$ cat config.mk
export PLATFORM = sky130hd
export DESIGN_NAME = sorted_priority_queue
export DESIGN_NICKNAME = d
export VERILOG_FILES = /design/src/hw/rtl/spq_pkg.sv /design/src/hw/rtl/spq_cell.sv /design/src/hw/rtl/sorted_priority_queue.sv
export SDC_FILE = /design/constraint.sdc
export NUM_CORES = 2
export LEC_CHECK = 0
export BUFFER_PORTS_ARGS = -buffer_cell sky130_fd_sc_hd__buf_4
export CELL_PAD_IN_SITES_DETAIL_PLACEMENT = 0
export CELL_PAD_IN_SITES_GLOBAL_PLACEMENT = 2
export CORE_MARGIN = 2
export CORE_UTILIZATION = 30
export DETAILED_ROUTE_END_ITERATION = 10
export PLACE_DENSITY_LB_ADDON = 0.1
export SYNTH_ARGS = -nofsm -noshare
export SYNTH_HDL_FRONTEND = slang
export SYNTH_SLANG_ARGS = --single-unit
$ cat constraint.sdc
create_clock -name clock -period 25 [get_ports clock]
set_input_delay 7.5 -clock clock [delete_from_list [all_inputs] [get_ports clock]]
set_output_delay 7.5 -clock clock [all_outputs]
set_load 0.05 [all_outputs]
$ cat src/hw/rtl/spq_pkg.sv
// spq_pkg: shared types, constants and the class function of the sorted priority queue
// used by spq_cell and sorted_priority_queue; depends on nothing else
`timescale 1ns / 1ps

package spq_pkg;

   localparam int DEPTH   = 16;
   localparam int CNT_W   = $clog2(DEPTH + 1);
   localparam int TAG_W   = 32;
   localparam int AGE_W   = 7;
   localparam int CLS_W   = 3;
   localparam int STAT_W  = 3;
   localparam int OCC_W   = 5;

   // request kinds
   localparam logic REQ_INSERT = 1'b0;
   localparam logic REQ_REMOVE = 1'b1;

   // status codes
   localparam logic [STAT_W-1:0] ST_INSERTED = 3'd0;
   localparam logic [STAT_W-1:0] ST_REMOVED  = 3'd1;
   localparam logic [STAT_W-1:0] ST_FULL     = 3'd2;
   localparam logic [STAT_W-1:0] ST_EMPTY    = 3'd3;
   localparam logic [STAT_W-1:0] ST_BAD_AGE  = 3'd4;

   // class codes, zero means no class
   localparam logic [CLS_W-1:0] CLS_NONE     = 3'd0;
   localparam logic [CLS_W-1:0] CLS_ELDER    = 3'd1;
   localparam logic [CLS_W-1:0] CLS_COMORBID = 3'd2;
   localparam logic [CLS_W-1:0] CLS_MIDDLE   = 3'd3;
   localparam logic [CLS_W-1:0] CLS_ADULT    = 3'd4;

   localparam logic [AGE_W-1:0] AGE_ELDER  = 7'd65;
   localparam logic [AGE_W-1:0] AGE_MIDDLE = 7'd45;
   localparam logic [AGE_W-1:0] AGE_ADULT  = 7'd18;

   typedef struct packed {
      logic             req_type;
      logic [TAG_W-1:0] patient_tag;
      logic [AGE_W-1:0] age_years;
      logic             comorbid;
   } spq_req_type;

   typedef struct packed {
      logic [STAT_W-1:0] status;
      logic [TAG_W-1:0]  out_tag;
      logic [AGE_W-1:0]  out_age;
      logic              out_comorbid;
      logic [CLS_W-1:0]  out_class;
      logic [OCC_W-1:0]  occupancy;
   } spq_rsp_type;

   typedef struct packed {
      logic [TAG_W-1:0] tag;
      logic [AGE_W-1:0] age;
      logic             cm;
      logic [CLS_W-1:0] cls;
   } spq_slot_type;

   // broadcast from the top level to every cell
   typedef struct packed {
      logic             ins;
      logic             rem;
      logic [CLS_W-1:0] cls;
   } spq_cell_ctl_type;

   function automatic logic [CLS_W-1:0] class_of(input logic [AGE_W-1:0] age,
                                                 input logic cm);
      logic [CLS_W-1:0] c;
      if (age > AGE_ELDER)       c = CLS_ELDER;
      else if (cm)               c = CLS_COMORBID;
      else if (age > AGE_MIDDLE) c = CLS_MIDDLE;
      else if (age > AGE_ADULT)  c = CLS_ADULT;
      else                       c = CLS_NONE;
      return c;
   endfunction

endpackage

$ cat src/hw/rtl/spq_cell.sv
// spq_cell: one slot of the sorted queue, keeps, loads the new entry or shifts
// from a neighbor; depends on spq_pkg
`timescale 1ns / 1ps

module spq_cell (
   input  logic                      clock,
   input  spq_pkg::spq_cell_ctl_type ctl,
   input  spq_pkg::spq_slot_type     new_slot,
   input  logic                      occupied,
   input  logic                      left_le,
   input  spq_pkg::spq_slot_type     left_slot,
   input  spq_pkg::spq_slot_type     right_slot,
   output spq_pkg::spq_slot_type     slot,
   output logic                      le
);

   spq_pkg::spq_slot_type slot_ff, slot_in;

   // entries of equal or better class stay ahead of the new one
   assign le = occupied && (slot_ff.cls <= ctl.cls);

   always_comb begin
      slot_in = slot_ff;
      if (ctl.ins) begin
         if (le)           slot_in = slot_ff;
         else if (left_le) slot_in = new_slot;
         else              slot_in = left_slot;
      end else if (ctl.rem) begin
         slot_in = right_slot;
      end
   end

   always_ff @(posedge clock) begin
      slot_ff <= slot_in;
   end

   assign slot = slot_ff;

endmodule

$ cat src/hw/rtl/sorted_priority_queue.sv
// sorted_priority_queue: bounded priority queue kept sorted in a row of cells
// depends on spq_pkg and spq_cell
//
//  channel | ports                       | direction | beat
//  req     | req_valid req_stall req_data | in        | insert or remove request
//  rsp     | rsp_valid rsp_stall rsp_data | out       | one result per request
//
// one request per cycle while req_stall is low; its result appears in the output register the next cycle
// all cells compare against the new class and shift in the same cycle
// reset clears the entry count and the output valid; slot contents are not cleared
// a stalled result holds req_stall high until the result is taken
`timescale 1ns / 1ps

module sorted_priority_queue (
   input  logic                 clock,
   input  logic                 reset,
   input  logic                 req_valid,
   output logic                 req_stall,
   input  spq_pkg::spq_req_type req_data,
   output logic                 rsp_valid,
   input  logic                 rsp_stall,
   output spq_pkg::spq_rsp_type rsp_data
);

   localparam int N = spq_pkg::DEPTH;

   logic [spq_pkg::CNT_W-1:0] count_ff, count_in;
   logic                      rsp_valid_ff, rsp_valid_in;
   spq_pkg::spq_rsp_type      rsp_data_ff, rsp_data_in;

   logic                      req_accept;
   logic                      is_insert;
   logic [spq_pkg::CLS_W-1:0] new_cls;
   logic                      full;
   logic                      empty;
   logic                      do_ins;
   logic                      do_rem;
   spq_pkg::spq_cell_ctl_type ctl;
   spq_pkg::spq_slot_type     new_slot;
   spq_pkg::spq_slot_type     slots [N];
   logic [N-1:0]              le;
   logic [N-1:0]              occ;

   assign req_stall  = rsp_valid_ff && rsp_stall;
   assign req_accept = req_valid && !req_stall;

   assign is_insert = (req_data.req_type == spq_pkg::REQ_INSERT);
   assign new_cls   = spq_pkg::class_of(req_data.age_years, req_data.comorbid);
   assign full      = (count_ff >= spq_pkg::CNT_W'(N));
   assign empty     = (count_ff == '0);
   assign do_ins    = req_accept && is_insert && (new_cls != spq_pkg::CLS_NONE) && !full;
   assign do_rem    = req_accept && !is_insert && !empty;

   assign ctl.ins = do_ins;
   assign ctl.rem = do_rem;
   assign ctl.cls = new_cls;

   assign new_slot.tag = req_data.patient_tag;
   assign new_slot.age = req_data.age_years;
   assign new_slot.cm  = req_data.comorbid;
   assign new_slot.cls = new_cls;

   for (genvar i = 0; i < N; i++) begin : g_cell
      assign occ[i] = (count_ff > spq_pkg::CNT_W'(i));
      spq_cell u_cell (
         .clock      (clock),
         .ctl        (ctl),
         .new_slot   (new_slot),
         .occupied   (occ[i]),
         .left_le    ((i == 0) ? 1'b1 : le[(i == 0) ? 0 : i - 1]),
         .left_slot  (slots[(i == 0) ? 0 : i - 1]),
         .right_slot (slots[(i == N - 1) ? i : i + 1]),
         .slot       (slots[i]),
         .le         (le[i])
      );
   end

   always_comb begin
      count_in = count_ff;
      if (do_ins)      count_in = count_ff + spq_pkg::CNT_W'(1);
      else if (do_rem) count_in = count_ff - spq_pkg::CNT_W'(1);
   end

   always_comb begin
      rsp_data_in              = '0;
      rsp_data_in.occupancy    = spq_pkg::OCC_W'(count_in);
      if (is_insert) begin
         if (new_cls == spq_pkg::CLS_NONE) begin
            rsp_data_in.status = spq_pkg::ST_BAD_AGE;
         end else if (full) begin
            rsp_data_in.status = spq_pkg::ST_FULL;
         end else begin
            rsp_data_in.status    = spq_pkg::ST_INSERTED;
            rsp_data_in.out_class = new_cls;
         end
      end else begin
         if (empty) begin
            rsp_data_in.status = spq_pkg::ST_EMPTY;
         end else begin
            rsp_data_in.status       = spq_pkg::ST_REMOVED;
            rsp_data_in.out_tag      = slots[0].tag;
            rsp_data_in.out_age      = slots[0].age;
            rsp_data_in.out_comorbid = slots[0].cm;
            rsp_data_in.out_class    = slots[0].cls;
         end
      end
   end

   always_comb begin
      rsp_valid_in = rsp_valid_ff;
      if (req_accept)                    rsp_valid_in = 1'b1;
      else if (rsp_valid_ff && !rsp_stall) rsp_valid_in = 1'b0;
   end

   always_ff @(posedge clock) begin
      if (reset) begin
         count_ff     <= '0;
         rsp_valid_ff <= 1'b0;
      end else begin
         count_ff     <= count_in;
         rsp_valid_ff <= rsp_valid_in;
      end
   end

   always_ff @(posedge clock) begin
      if (req_accept) rsp_data_ff <= rsp_data_in;
   end

   assign rsp_valid = rsp_valid_ff;
   assign rsp_data  = rsp_data_ff;

   // the count never passes the number of cells
   a_count_bound: assert property (@(posedge clock) disable iff (reset)
      count_ff <= spq_pkg::CNT_W'(N))
      else $error("entry count above depth");

   // a successful insert grows the queue by one
   a_ins_grows: assert property (@(posedge clock) disable iff (reset)
      do_ins |=> (count_ff == $past(count_ff) + spq_pkg::CNT_W'(1)))
      else $error("insert did not grow the queue");

   // a remove result always carries a real class
   a_rem_class: assert property (@(posedge clock) disable iff (reset)
      do_rem |=> (rsp_data_ff.out_class != spq_pkg::CLS_NONE))
      else $error("removed entry without class");

   // the head is never worse than the second entry
   a_sorted_head: assert property (@(posedge clock) disable iff (reset)
      (count_ff > spq_pkg::CNT_W'(1)) |-> (slots[0].cls <= slots[1].cls))
      else $error("queue head out of order");

   // an accepted request always yields a result next cycle
   a_rsp_follows: assert property (@(posedge clock) disable iff (reset)
      req_accept |=> rsp_valid_ff)
      else $error("request lost its result");

endmodule
# == After elaboration in Yosys (flattened, before gate mapping) ==
# Index checks and enable logic that the tools add are counted.
# totals
regBits,745
input_bits,45
out_inout_bits,53
word_cells,253
# classes
add_sub_neg,2
n_lt_le_gt_ge,36
eq_ne,15
mux,76
bitwise,2
n_reduce_logical,50
# op_table
operator,n
43-bit 2-to-1 mux,60
3-bit less-or-equal comparator,16
5-bit by 4-bit greater-than comparator with 1-bit output (second input constant),8
2-bit AND reduction,16
3-bit 2-to-1 mux,10
2-bit inequality test (second input constant),15
1-bit logical AND,24
5-bit by 3-bit greater-than comparator with 1-bit output (second input constant),4
5-bit by 1-bit greater-than comparator with 1-bit output (second input constant),2
5-bit by 2-bit greater-than comparator with 1-bit output (second input constant),2
5-bit 2-to-1 mux,2
7-bit by 5-bit greater-than comparator with 1-bit output (second input constant),1
7-bit by 6-bit greater-than comparator with 1-bit output (second input constant),1
7-bit greater-than comparator (second input constant),1
5-bit by 1-bit adder with 5-bit output (second input constant),1
5-bit >= comparator (second input constant),1
5-bit logical NOT,1
5-bit by 1-bit subtractor with 5-bit output (second input constant),1
1-bit logical NOT,4
2-bit 2-to-1 mux,2
2-bit nonzero test,2
3-bit logical NOT,1
3-bit nonzero test,1
1-bit 2-to-1 mux,2
2 further kinds,3

# == Depth between registers and ports, before layout ==
# depth
ltp_word,10
mapped_depth,14
depth_no_buf,10

# == Hierarchy ==
# From an unflattened synthesis, not the netlist that was laid out.
# unflattened
hier_cells,3431
hier_area_um2,40073.4
# modules_own_cells
mod,instances,cells_each,area_each_um2,seq_area_each_um2
spq_cell,16,201,2338.5,1291.2
sorted_priority_queue,1,215,2657.5,1651.6

# == Worst setup path before layout ==
# Ideal clock, no wire load.
# synth_path
path_kind,input to output
from,input port rsp_stall
to,output port req_stall
arrival_time_ns,7.928
required_time_ns,17.500
slack_ns,9.572
path_stages,1
path_buffers,0
cell_sequence,and2_1
# synth_via
elab_chain_cells,1
# synth_rtl
item,line,rtl
"start, declared",sorted_priority_queue.sv:21,"input logic rsp_stall,"
1-bit logical AND,sorted_priority_queue.sv:44,assign req_stall = rsp_valid_ff && rsp_stall;
"end, declared",sorted_priority_queue.sv:18,"output logic req_stall,"
# No other way between the ends.

# == Final worst setup path ==
# Same ends and word-level chain as after synthesis.

==> impl_summary.log <==
INFO  metric run_status = complete, no violations
INFO  metric boundaryPins = 98
INFO  metric tritoncts_clock_tree = yes
INFO  metric worst_hold_slack = 0.5253 ns
INFO  metric critical_path_source_type = input port
INFO  metric postSynthNetCount = 3480
INFO  metric postCtsSetupBuffers = 0
INFO  metric worstSetupEndpointType = primary output
INFO  metric cts.clk_slew.worst_paths = about 0.060 ns
INFO  metric pwr_density_cell = roughly 83 nW/um^2
INFO  metric drt_first_iter_violations = between 1500 and 2000
INFO  metric synth_edf_count = about 740
INFO  metric route.antenna.remaining_nets = 0
INFO  metric timing.slew.headroom = slightly below 20%
INFO  metric synthesis.area_per_instance = approximately 11 sq um
INFO  metric clk_latency = just under 0.7 ns
INFO  metric remaining_drc_errors = 0
INFO  metric nets = 3435
INFO  metric worst-slew-pin-transition = 1.211 ns
INFO  metric synth_seq_cells = around 750
INFO  metric yosysWarningCount = 0
INFO  metric routed_via_density = between 5 and 6
INFO  metric grt_util_all_layers = 18.51%
INFO  metric post-route-worst-setup-slack = ~9.5 ns
INFO  metric placement.cell_area = 40070 sq um
INFO  metric ctsHoldBuffers = 0
INFO  metric die_height = 359.6 um
INFO  metric synth_fa_ha_area_share = 1.715%
INFO  metric input_output_buffers = between 90 and 100
INFO  metric synth_compound_area_share = between 10% and 20%
INFO  metric timing.critical_path.fanout_max = 2
INFO  metric place_hpwl = 72430 um
INFO  metric final_common_cell = sky130_fd_sc_hd__nand2_1
INFO  metric synth_top_family_by_area = multiplexers
INFO  metric skew = roughly 0.025 ns
INFO  metric critPathRequiredTime = 17.50 ns
INFO  metric clkSinkCount = ~750
INFO  metric xor_xnor_share_of_the_synthesized_area = 0.06925%
INFO  metric min_period = approximately 16 ns
INFO  metric report.final.hold_viol_count = 0
INFO  metric dpl_worst_slack = roughly 9.5 ns
INFO  metric drt_pre_antenna_iters = 5
INFO  metric die_width = approximately 360 um
INFO  metric slew_viol_final = 0
INFO  metric total_leakage_power = 0.01865 uW
INFO  metric arrival_time_worst_endpoint = roughly 8 ns
INFO  metric fmaxAchievable = between 60 and 70 MHz
INFO  metric maximum_number_of_pins_on_one_net_before_global_route_repair = between 200 and 300
INFO  metric post_synth_num_cell_types = 57
INFO  metric grt_pass1_vias = roughly 28000
INFO  metric post_route_cells_drive_above_1_share = 11.08%
INFO  metric finalCritPeriodShare = roughly 62%
INFO  metric synthesis.instances = roughly 3400
INFO  metric layout.cells.most_common_list = 794 x sky130_fd_sc_hd__nand2_1, 739 x sky130_fd_sc_hd__edfxtp_1, 482 x sky130_fd_sc_hd__mux2i_1
INFO  metric design.core.area = about 130000 sq um
INFO  metric setup-tns-final = 0 ns
INFO  metric drv.max_cap_violation_count = 0
INFO  metric gr-total-overflow = 0
INFO  metric rsz0062_at_grt = no
INFO  metric yosys.area_share.simple = between 10% and 20%
INFO  metric clock_tree.htree_level_count = 3
INFO  metric cts-buffers-inserted = 90
INFO  metric holdCritPathClass = reg2reg
INFO  metric place_congestion = 0.7545
INFO  metric post_cts_resized = 0
INFO  metric ctsLongestPathBuffers = 3
INFO  metric ys.flop_type = sky130_fd_sc_hd__edfxtp_1
INFO  metric wl_per_cell = 23.96 um
INFO  metric grt_antenna_before_repair = 8
INFO  metric route.vias.total = about 26000
INFO  metric post_synth_instance_area = about 38000 sq um
INFO  metric fp.dieArea = 129300 sq um
INFO  metric grt_first_pass_wirelength = about 180000 um
INFO  metric start_util = around 30%
INFO  metric post_synth_mux_area_share = roughly 14%
INFO  metric cts_root_buf = sky130_fd_sc_hd__clkbuf_16
INFO  metric setup.worst_path.class = in2out
INFO  metric async_reset_ff_share = 0%
INFO  metric reg2reg_setup_slack = 19.78 ns
INFO  metric timing.final.setup_violations = 0
INFO  metric irDropWorstVdd = 52.94 uV
INFO  metric fp-row-count = 130
INFO  metric layout-area-overhead-vs-synth = 12.97%
INFO  metric postLayoutCellArea = around 43000 sq um
INFO  metric ys_seq_area_share = roughly three fifths
INFO  metric wl = around 120000 um
registers in the layout (all words and copies together), names as in the netlist:
signal	cells
count_ff	5
g_cell.u_cell.slot	688
rsp_data	51
rsp_valid	1
layer usage:
metal	part of all wire (%)	up-vias	GRT usage, %	wire length (um)
li1	-	12220	-	-
met2	47	427	31.02	57030
met1	47	13550	24.77	56460
met3	3.4	165	2.681	4134
met4	2.9	4	5.429	3453
met5	0.013	-	0	16
metrics by stage:
stage	instances	util (%)	power, uW
after global placement	4896	31.91	2316
after CTS	5054	34.13	3627
final	5055	34.14	3569
after detailed placement	4896	31.91	2329
after global routing	5055	34.14	3745
after floorplan	3383	-	2081
worst max-delay path: stages:
cell and delay, ns:
sky130_fd_sc_hd__buf_4 0.12, sky130_fd_sc_hd__and2_1 0.18, sky130_fd_sc_hd__buf_4 0.20
Yosys cell counts, types with 13 or more instances:
cell type / n / area [sq um]
sky130_fd_sc_hd__nand2_1: 805 / 3022
sky130_fd_sc_hd__o221ai_1: 24 / 210.2
sky130_fd_sc_hd__ha_1: 52 / 650.6
sky130_fd_sc_hd__o21ai_1: 150 / 750.7
sky130_fd_sc_hd__mux2i_1: 482 / 4825
sky130_fd_sc_hd__nand3_1: 18 / 90.09
sky130_fd_sc_hd__buf_6: 23 / 259.0
sky130_fd_sc_hd__clkbuf_1: 178 / 668.1
sky130_fd_sc_hd__buf_4: 15 / 112.6
sky130_fd_sc_hd__inv_1: 47 / 176.4
sky130_fd_sc_hd__a21oi_1: 38 / 190.2
sky130_fd_sc_hd__or3_1: 13 / 81.33
sky130_fd_sc_hd__buf_2: 62 / 310.3
sky130_fd_sc_hd__o21ai_0: 352 / 1762
sky130_fd_sc_hd__nor2_1: 100 / 375.4
sky130_fd_sc_hd__edfxtp_1: 739 / 22190
sky130_fd_sc_hd__a31oi_1: 77 / 481.7
sky130_fd_sc_hd__and3_1: 46 / 287.8
sky130_fd_sc_hd__mux2_2: 43 / 484.2
path summary, 6_finish.rpt:
kind,endpoint,from,depth (start not counted)
max reg2reg,g_cell[1].u_cell.slot[25],count_ff[4],7
min reg2reg,g_cell[14].u_cell.slot[11],g_cell[15].u_cell.slot[11],2
min,g_cell[14].u_cell.slot[11],g_cell[15].u_cell.slot[11],2
max,req_stall,rsp_stall,3
report_power, final:
group	switching, uW	internal (uW)	total (uW)
registers	79.2	1590	1670
clock network	534	745	1280
logic	425	197	622
kinds of logic after synthesis:
logic type / count (synthesis)
AOI/OAI and AO/OA: 706
DFF: 745
muxes: 525
adders and majority gates: 52
buffers and inverters: 339
xor gates and xnor gates: 3
and+or+nand+nor: 1013
area by class of cell:
type / count / area, sq um
Clock buffer: 117 / 2449
Timing Repair Buffer: 155 / 1201
Sequential cell: 745 / 22310
Antenna cell: 1 / 2.502
Fill cell: 12570 / 82710
Tap cell: 1650 / 2064
Inverter: 47 / 176.4
Multi-Input combinational cell: 2299 / 14320
Clock inverter: 41 / 339.1
Power figures use the tool's default switching activity.
